## src/hw/rtl/pidc_pkg.sv

```systemverilog
`default_nettype none

package pidc_pkg;

   // Field widths
   localparam int GainW  = 32;
   localparam int DataW  = 16;
   localparam int TimeW  = 32;
   localparam int FracW  = 16;
   localparam int AccW   = DataW + FracW;
   localparam int ErrW   = DataW + 1;
   localparam int ProdW  = GainW + ErrW;
   localparam int IntegW = ProdW + 1;
   localparam int SumW   = ProdW + 2;
   localparam int ShW    = SumW - FracW;

   // Configuration port
   localparam int CsrIdxW  = 3;
   localparam int CsrDataW = 32;

   typedef enum logic [CsrIdxW-1:0] {
      REG_GAIN_P      = 3'd0,
      REG_GAIN_I      = 3'd1,
      REG_GAIN_D      = 3'd2,
      REG_LIMIT_LOW   = 3'd3,
      REG_LIMIT_HIGH  = 3'd4,
      REG_PERIOD      = 3'd5,
      REG_REVERSE     = 3'd6
   } csr_index_type;

   typedef enum logic {
      KIND_COMPUTE = 1'b0,
      KIND_MODE    = 1'b1
   } kind_type;

   typedef struct packed {
      logic signed [GainW-1:0] gain_p;
      logic signed [GainW-1:0] gain_i;
      logic signed [GainW-1:0] gain_d;
      logic signed [DataW-1:0] limit_low;
      logic signed [DataW-1:0] limit_high;
      logic [DataW-1:0]        sample_period_ms;
      logic                    reverse_acting;
   } cfg_type;

   localparam cfg_type CFG_RESET = '{
      gain_p:           '0,
      gain_i:           '0,
      gain_d:           '0,
      limit_low:        16'sd0,
      limit_high:       16'sd255,
      sample_period_ms: 16'd100,
      reverse_acting:   1'b0
   };

   typedef struct packed {
      kind_type                kind;
      logic [TimeW-1:0]        now_ms;
      logic signed [DataW-1:0] measurement;
      logic signed [DataW-1:0] setpoint;
      logic                    auto_request;
      logic signed [DataW-1:0] manual_drive;
   } item_type;

   typedef struct packed {
      logic signed [AccW-1:0]  integral_acc;
      logic signed [DataW-1:0] prev_measurement;
      logic [TimeW-1:0]        prev_time;
      logic                    auto_mode;
      logic signed [DataW-1:0] held_drive;
   } state_type;

   typedef struct packed {
      logic signed [DataW-1:0] drive;
      logic                    computed;
   } result_type;

endpackage

`default_nettype wire

```

## src/hw/rtl/pidc_csr.sv

```systemverilog
`default_nettype none

module pidc_csr (
   input  wire logic                             clock,
   input  wire logic                             reset,
   input  wire logic                             csr_write,
   input  wire logic [pidc_pkg::CsrIdxW-1:0]     csr_index,
   input  wire logic [pidc_pkg::CsrDataW-1:0]    csr_wdata,
   output pidc_pkg::cfg_type                     cfg
);

   pidc_pkg::cfg_type cfg_ff;
   pidc_pkg::cfg_type cfg_in;

   always_comb begin
      cfg_in = cfg_ff;
      if (csr_write) begin
         case (pidc_pkg::csr_index_type'(csr_index))
            pidc_pkg::REG_GAIN_P: begin
               cfg_in.gain_p = csr_wdata[pidc_pkg::GainW-1:0];
            end
            pidc_pkg::REG_GAIN_I: begin
               cfg_in.gain_i = csr_wdata[pidc_pkg::GainW-1:0];
            end
            pidc_pkg::REG_GAIN_D: begin
               cfg_in.gain_d = csr_wdata[pidc_pkg::GainW-1:0];
            end
            pidc_pkg::REG_LIMIT_LOW: begin
               cfg_in.limit_low = csr_wdata[pidc_pkg::DataW-1:0];
            end
            pidc_pkg::REG_LIMIT_HIGH: begin
               cfg_in.limit_high = csr_wdata[pidc_pkg::DataW-1:0];
            end
            pidc_pkg::REG_PERIOD: begin
               cfg_in.sample_period_ms = csr_wdata[pidc_pkg::DataW-1:0];
            end
            pidc_pkg::REG_REVERSE: begin
               cfg_in.reverse_acting = csr_wdata[0];
            end
            default: begin
               // drop writes to unused indexes
            end
         endcase
      end
   end

   always_ff @(posedge clock) begin
      if (reset) begin
         cfg_ff <= pidc_pkg::CFG_RESET;
      end else begin
         cfg_ff <= cfg_in;
      end
   end

   assign cfg = cfg_ff;

endmodule

`default_nettype wire

```

## config.mk

```make
export PLATFORM = sky130hd
export DESIGN_NAME = pidc_csr
export DESIGN_NICKNAME = d
export VERILOG_FILES = /design/src/hw/rtl/pidc_pkg.sv /design/src/hw/rtl/pidc_csr.sv
export SDC_FILE = /design/constraint.sdc
export NUM_CORES = 1
export LEC_CHECK = 0
export BUFFER_PORTS_ARGS = -buffer_cell sky130_fd_sc_hd__buf_2
export CORE_UTILIZATION = 35
export CTS_CLUSTER_DIAMETER = 50
export DETAILED_ROUTE_END_ITERATION = 7
export PLACE_DENSITY = 0.69
export SLEW_MARGIN = 20
export SYNTH_ARGS = -nofsm -noshare
export SYNTH_HDL_FRONTEND = slang
export SYNTH_SLANG_ARGS = --single-unit
export TNS_END_PERCENT = 50
```

## constraint.sdc

```tcl
create_clock -name clock -period 1.9 [get_ports clock]
set_input_delay 0.285 -clock clock [delete_from_list [all_inputs] [get_ports clock]]
set_output_delay 0.285 -clock clock [all_outputs]
set_load 0.01 [all_outputs]
```

# Yosys cells after proc, flatten, opt, wreduce, memory -nomap -nowiden
# Cells that the tools add are included.
word_totals:
  mem_bits_ro: 0
  input_bits: 38
  latch_bits: 0
  memories: 0
  output_inout_bits: 145
  ramBits: 0
  register_bits: 145
  wordCells: 21
op_classes:
  eq_ne: 6
  magnitude_cmp: 0
  reduce_logical: 8
  n_addsub: 0
  n_div: 0
  bitwise: 0
  n_mux: 0
  mul: 0
  shift: 0
op_table:
  columns: ["cell", "n"]
  rows:
  - ["AND reduction 2 bit", 7]
  - ["equality test 3 bit, second input constant", 3]
  - ["equality test 3 x 2 -> 1 bit, second input constant", 2]
  - ["equality test 3 x 1 -> 1 bit, second input constant", 1]
  - ["logical NOT 3 bit", 1]

# Longest topological paths before layout
# Gate-level depths: netlist (run 1).
depth:
  word_depth: 2
  depth_mapped: 5
  depth_no_buf: 2

# Worst setup path after synthesis (run 1)
# OpenSTA, ideal clock, no wires.
synth_timing:
  path_type: "input -> register"
  start: "input port csr_index[1] (netlist name)"
  end: "register cfg_ff, in the netlist cfg[134]"
  required_time_ns: 1.781
  n_path_buf: 3
  setup_slack_ns: 0.460
  setup_time_ns: 0.119
  t_arrival_ns: 1.321
  path_stages: 5
  cell_sequence: "buf_2 -> or4b_4 -> buf_6 -> buf_12 -> mux2i_1"
synth_between:
  elab_chain_len: 2
synth_lines:
  columns: ["item", "line", "text"]
  rows:
  - ["from (decl)", "pidc_csr.sv:7", "input wire logic [pidc_pkg::CsrIdxW-1:0] csr_index,"]
  - ["logical NOT 3 bit", "pidc_csr.sv:18", "case (pidc_pkg::csr_index_type'(csr_index))"]
  - ["AND reduction 2 bit (no line)", null, null]
  - ["to (signal assigned)", "pidc_csr.sv:49", "cfg_ff <= pidc_pkg::CFG_RESET;"]
  - ["to (signal assigned)", "pidc_csr.sv:51", "cfg_ff <= cfg_in;"]
  - ["to (decl)", "pidc_csr.sv:12", "pidc_pkg::cfg_type cfg_ff;"]
# Every way passes these cells.
# A chain may end at the register's enable or synchronous reset.

# Worst setup path after layout (run 1)
layout_timing:
  start: "register cfg_ff, in the netlist cfg[103]"
  end: "output port cfg[103] (netlist name)"
layout_rtl:
  columns: ["item", "line", "text"]
  rows:
  - ["to (decl)", "pidc_csr.sv:9", "output pidc_pkg::cfg_type cfg"]
# No word-level cell between the ends.

==> results.py, run 1 <==
metrics = {
    "die": {
        "die_y_microns": 131,
        "coreArea_sq_um": 16000,
        "ios": 183,
        "rows": 46,
        "initial_utilization_pct": 36.1,
        "die_area_sq_um": 17000,
        "die_x_microns": 131,
    },
    "place": {
        "place.gp.congestion": 0.752,
        "numPortBuffers": 182,
        "placed_area_sq_um": 6930,
        "dpl.hpwl_microns": 9730,
    },
    "global_routing": {
        "track_usage_pct": 16.9,
        "grt_pass1_vias": 3963,
        "grt_pass1_wl_microns": 21500,
        "busiest_layer": "met2",
        "met3_usage_pct": 5.50,
        "antenna_found_initial": 0,
        "grt_max_degree": 101,
        "grt_use_met2_pct": 26.4,
        "gr-usage-met1_pct": 21.5,
        "grt_overflow": 0,
    },
    "yosys": {
        "synth_seq_area_share_pct": 50.2,
        "syn_nets": 565,
        "synth_cell_types": 14,
        "synth.most_common_cell": "nand2b_1",
        "synth_top_flop_cell": "dfxtp_1",
        "synthTopCellsByCount": "166 x nand2b_1, 145 x dfxtp_1, 145 x mux2i_1, 22 x clkbuf_1, 19 x nor2_1",
        "synth-seq-cells": 145,
        "synth_edf_count": 0,
        "synth_area_per_cell_sq_um": 11.0,
        "synth_area_sq_um": 5780,
        "synth_area_leaders": "dfxtp_1 50%, mux2i_1 25%, nand2b_1 18%",
        "synth-warning-count": 0,
        "synthCells": 527,
        "yosys.area.top_type_share_pct": 50.2,
        "async_reset_ff_share_pct": 0,
        "yosysTopAreaCell": "dfxtp_1",
    },
    "layout": {
        "fillers": 1488,
        "drive_above_1_share_pct": 32.5,
        "area_growth_pct": 30.8,
        "stdcell_area_sq_um": 7560,
        "final_nets": 735,
        "largest_register_ffs": 145,
        "antennaDiodeCount": 0,
    },
    "cts": {
        "hold_buffers": 0,
        "post_cts.repair.setup_buffers": 0,
        "clockRootBuffer": "clkbuf_16",
        "clk_pin_slew_worst_paths_ns": 0.06,
        "ctsHtreeMaxLevel": 4,
        "cts_tree": "yes",
        "cts_sinks": 145,
        "cts.path.max_buffers": 2,
        "ctsResizeCount": 0,
        "clk-insertion-delay-late_ns": 0.41,
        "cts_buffers": 17,
    },
    "setup_path": {
        "critPathTopFamily": "flip-flops",
        "crit_type": "flop to output port",
        "crit_buf_inv": 1,
        "max_stage_delay_ns": 0.35,
        "critPathArrivalTime_ns": 0.91,
        "cp.required_ns": 1.62,
        "endpoint_kind": "output port",
        "rr_worst_depth": 2,
        "r2r-end": "cfg[82]",
        "cp_cell_sequence": "buf_2",
        "worst_setup_path_start_kind": "flop",
        "crit-reg2reg-launch": "cfg[82]",
        "critical_path.max_fanout": 2,
        "r2r_slack_ns": 1.27,
        "slowest_stage": "dfxtp_1",
    },
    "pwr": {
        "leakage_nw": 3.85,
        "p_total_mw": 7.12,
        "comb_power_share_pct": 6.7,
        "p_sw_mw": 1.58,
        "seq_power_share_pct": 44.1,
        "irDropWorstVdd_v": 0.000609,
        "pwr-share-clk_pct": 49.1,
        "netSwitchingFraction_pct": 22.1,
        "p_int_mw": 5.54,
        "power.density_nw_per_um2": 941,
    },
    "timing": {
        "min_period_ns": 1.19,
        "fin_crit_sh_pct": 62.9,
        "rsz0062_at_grt": "false",
        "fin_skew_ns": 0,
        "fmax_mhz": 837,
        "final-hold-violation-count": 0,
        "setup_viol": 0,
        "worstMarginPinSlew_ns": 0.472,
        "max_slew_margin_pct": 68.5,
        "slew_violations": 0,
        "fin_hold_ws_ns": 0.138,
        "timing.setup.tns_ns": 0,
    },
    "min_path": {
        "whs_path_depth": 3,
        "min_from": "csr_wdata[4]",
        "min_to": "cfg[21]",
        "holdCritPathClass": "input pin to flop",
    },
    "route": {
        "ant_nets": 0,
        "vias": 4106,
        "drc_errors": 0,
        "routed_wl_microns": 14000,
        "viasPerCell": 4.43,
        "drt_iter0_drc": 158,
        "wl_per_cell_microns": 15.1,
        "dr.pass1.iters": 4,
    },
    "flow_run": {
        "max_cap_viol_count": 0,
    },
    "outcome": {
        "outcome": "completed",
    },
}
==> cells in the final DEF (no fill, tap or decap) <==
| cell type | synthesis | layout |
|---|---|---|
| clkbuf_16 | 0 | 17 |
| nand4bb_4 | 0 | 1 |
| nand4b_1 | 3 | 3 |
| buf_12 | 1 | 4 |
| clkinvlp_4 | 0 | 3 |
| nor4b_2 | 0 | 1 |
| nand2b_1 | 166 | 166 |
| mux2i_1 | 145 | 145 |
| nand4bb_1 | 3 | 1 |
| clkbuf_8 | 0 | 4 |
| or4b_4 | 1 | 1 |
| nor2_1 | 19 | 19 |
| inv_6 | 0 | 1 |
| nand4bb_2 | 0 | 1 |
| buf_4 | 2 | 8 |
| bufinv_16 | 0 | 3 |
| nor4bb_2 | 0 | 1 |
| clkinv_4 | 0 | 3 |
| buf_2 | 15 | 181 |
| dfxtp_1 | 145 | 145 |
| nor4bb_4 | 0 | 1 |
| clkinv_2 | 0 | 1 |
==> through the flow <==
step                instances  utilization (%)  setup WS [ns]
floorplan                 527                -          0.460
global placement          894             43.3          0.402
detailed placement        894             43.3          0.415
CTS                       926             47.3          0.675
global route              926             47.3          0.649
finish                    926             47.3          0.705
==> metal layers <==
| layer | wire, microns | part of all wire (%) |
|---|---|---|
| met4 | 164 | 1.2 |
| met5 | 0 | 0 |
| met3 | 743 | 5.3 |
| met1 | 6590 | 47 |
| met2 | 6510 | 46 |
==> layout make-up <==
type,instances,area [sq um],share of cell area (%)
Sequential cell,145,2900,38.4
Multi-Input combinational cell,340,2710,35.9
Timing Repair Buffer,193,1050,13.8
Clock buffer,21,480,6.35
Tap cell,216,270,3.57
Clock inverter,11,153,2.02
==> cells by family after synthesis <==
family                 Yosys count  share of synthesized area (%)
multiplexers                   145                           25.1
buffers and inverters           42                           3.72
flip-flops                     145                           50.2
AND/OR/NAND/NOR                195                           21.0
==> power groups by stage <==
stage | registers [mW] | logic, mW | clock network (mW)
after CTS | 3.14 | 0.487 | 3.59
after global routing | 3.15 | 0.522 | 3.73
after global placement | 3.21 | 0.483 | 0
after floorplan | 3.24 | 0.262 | 0
after detailed placement | 3.21 | 0.486 | 0
final | 3.14 | 0.480 | 3.50
==> worst max-delay path by stage <==
stage                       startpoint  endpoint  slack, ns  cells after the start
after global placement       csr_write   cfg[24]       0.40                      4
after CTS                      cfg[82]   cfg[82]       0.68                      1
after floorplan           csr_index[1]  cfg[134]       0.46                      5
after detailed placement     csr_write  cfg[108]       0.42                      4
final                         cfg[103]  cfg[103]       0.71                      1
after global routing          cfg[111]  cfg[111]       0.65                      1
Power figures use the tool's default switching activity.
==> run 2: changes to the inputs <==
Settings changed: PLACE_DENSITY 0.69 to 0.72.
Clock period 1.9 ns to 1.01 ns, I/O delays scaled along.
==> results.py, run 2 (synthesized netlist as in run 1, its figures left out) <==
metrics = {
    "min_path": {
        "holdCritPathClass": "input pin to flop",
        "min_from": "csr_wdata[1]",
    },
    "route": {
        "drt_iter0_drc": 178,
        "viasPerCell": 4.55,
        "wl_met3_microns": 860,
        "met1_length_microns": 7030,
        "ant_nets": 0,
        "dr.pass1.iters": 7,
        "drc_errors": 0,
        "wl_met2_microns": 7860,
        "wl_per_cell_microns": 15.8,
        "routed.top_layer": "met4",
        "routed_wl_microns": 16000,
        "vias": 4615,
    },
    "place": {
        "place_ws_ns": -0.310,
        "placed_area_sq_um": 7270,
        "numPortBuffers": 182,
        "dpl.hpwl_microns": 10300,
        "place.gp.congestion": 0.772,
        "placedCellCount": 929,
    },
    "global_routing": {
        "antenna_found_initial": 0,
        "grt_overflow": 0,
        "grt_pass1_vias": 4650,
        "grt_pass1_wl_microns": 24200,
        "grt_max_degree": 36,
        "track_usage_pct": 18.7,
    },
    "die": {
        "rows": 46,
        "ios": 183,
        "die_y_microns": 131,
        "coreArea_sq_um": 16000,
        "die_x_microns": 131,
        "initial_utilization_pct": 36.1,
        "die_area_sq_um": 17000,
    },
    "cts": {
        "cts_tree": "yes",
        "cts_buffers": 17,
        "cts.path.max_buffers": 2,
        "clk-insertion-delay-late_ns": 0.41,
        "clk_pin_slew_worst_paths_ns": 0.06,
        "cts_sinks": 145,
        "clockRootBuffer": "clkbuf_16",
        "ctsHtreeMaxLevel": 4,
    },
    "layout": {
        "drive_above_1_share_pct": 57.9,
        "final_cell_mix": "166 x nand2b_1, 145 x mux2i_1, 145 x dfxtp_2, 145 x buf_6, 90 x buf_4",
        "antennaDiodeCount": 0,
        "finalNonFillerCells": 1014,
        "final_nets": 823,
        "area_growth_pct": 63.1,
        "stdcell_area_sq_um": 9430,
        "final_common_cell": "nand2b_1",
        "largest_register_ffs": 145,
    },
    "setup_path": {
        "critical_path.max_fanout": 2,
        "crit_buf_inv": 1,
        "startpoint": "cfg[81]",
        "cp_cell_sequence": "buf_6",
        "slowest_stage": "dfxtp_2",
        "endpoint_kind": "output port",
        "critPathTopFamily": "flip-flops",
        "worst_setup_path_start_kind": "flop",
        "crit-reg2reg-launch": "cfg[90]",
        "critPathArrivalTime_ns": 0.86,
        "cp.required_ns": 0.86,
        "max_stage_delay_ns": 0.35,
        "crit_type": "flop to output port",
    },
    "timing": {
        "fin_hold_ws_ns": 0.0215,
        "rsz0062_at_grt": "true",
        "min_period_ns": 1.01,
        "setup_viol": 0,
        "fmax_mhz": 990,
        "fin_crit_sh_pct": 100,
        "fin_ws_ns": 0.000152,
        "final-hold-violation-count": 0,
        "slew_violations": 0,
        "worstMarginPinSlew_ns": 0.418,
        "max_slew_margin_pct": 72.1,
        "fin_skew_ns": 0,
    },
    "outcome": {
        "outcome": "completed",
    },
    "pwr": {
        "power.density_nw_per_um2": 1520,
        "leakage_nw": 4.55,
        "irDropWorstVdd_v": 0.00109,
    },
    "flow_run": {
        "max_cap_viol_count": 0,
    },
}
## run 2: final timing paths
kind	endpoint	slack (ns)	cells after the start
worst max register to register	cfg[90]	0.19	4
worst max-delay path	cfg[81]	0.0002	1
worst min register to register	cfg[61]	0.48	2
worst min-delay path	cfg[18]	0.02	3
## run 2: area by class of cell
cell class / instances / area, sq um
clock buffer: 23 / 498
multi-input combinational: 340 / 2720
tap: 216 / 270
timing repair buffer: 281 / 2680
clock inverter: 9 / 175
fill: 1285 / 6570
sequential: 145 / 3080
## run 2: repair_timing
action / CTS / global route
buffers inserted: 16 / 36
hold buffers: 1 / 0
endpoints found under the hold margin: 1 / 0
endpoints found under the setup margin: 145 / 145
gates resized for setup: 293 / 0
## run 2: metal layers
layer / global-route usage, % / vias to the layer above
met5: 0 / -
met4: 6.76 / 0
met3: 5.78 / 18
met2: 32.2 / 126
met1: 21.9 / 2209
li1: - / 2262
## run 2: tightest hold or removal path, cell delays in order
cell     delay [ns]
buf_2          0.09
nor2_1         0.04
mux2i_1        0.11
## run 2: where the power goes
part,switching (mW),leakage (nW),internal [mW]
Combinational,0.530,2.99,0.709
Sequential,0.0951,1.23,5.87
Clock,2.38,0.325,4.71
## run 2: per-stage QoR
stage / power [mW] / util [%] / TNS (ns)
2_1_floorplan: 6.60 / - / -8.67
3_3_place_gp: 7.06 / 45.4 / -23.72
3_5_place_dp: 7.07 / 45.4 / -26.76
4_1_cts: 14.3 / 57.2 / -1.09
5_1_grt: 14.7 / 58.9 / -2.79
6_report: 14.3 / 58.9 / 0
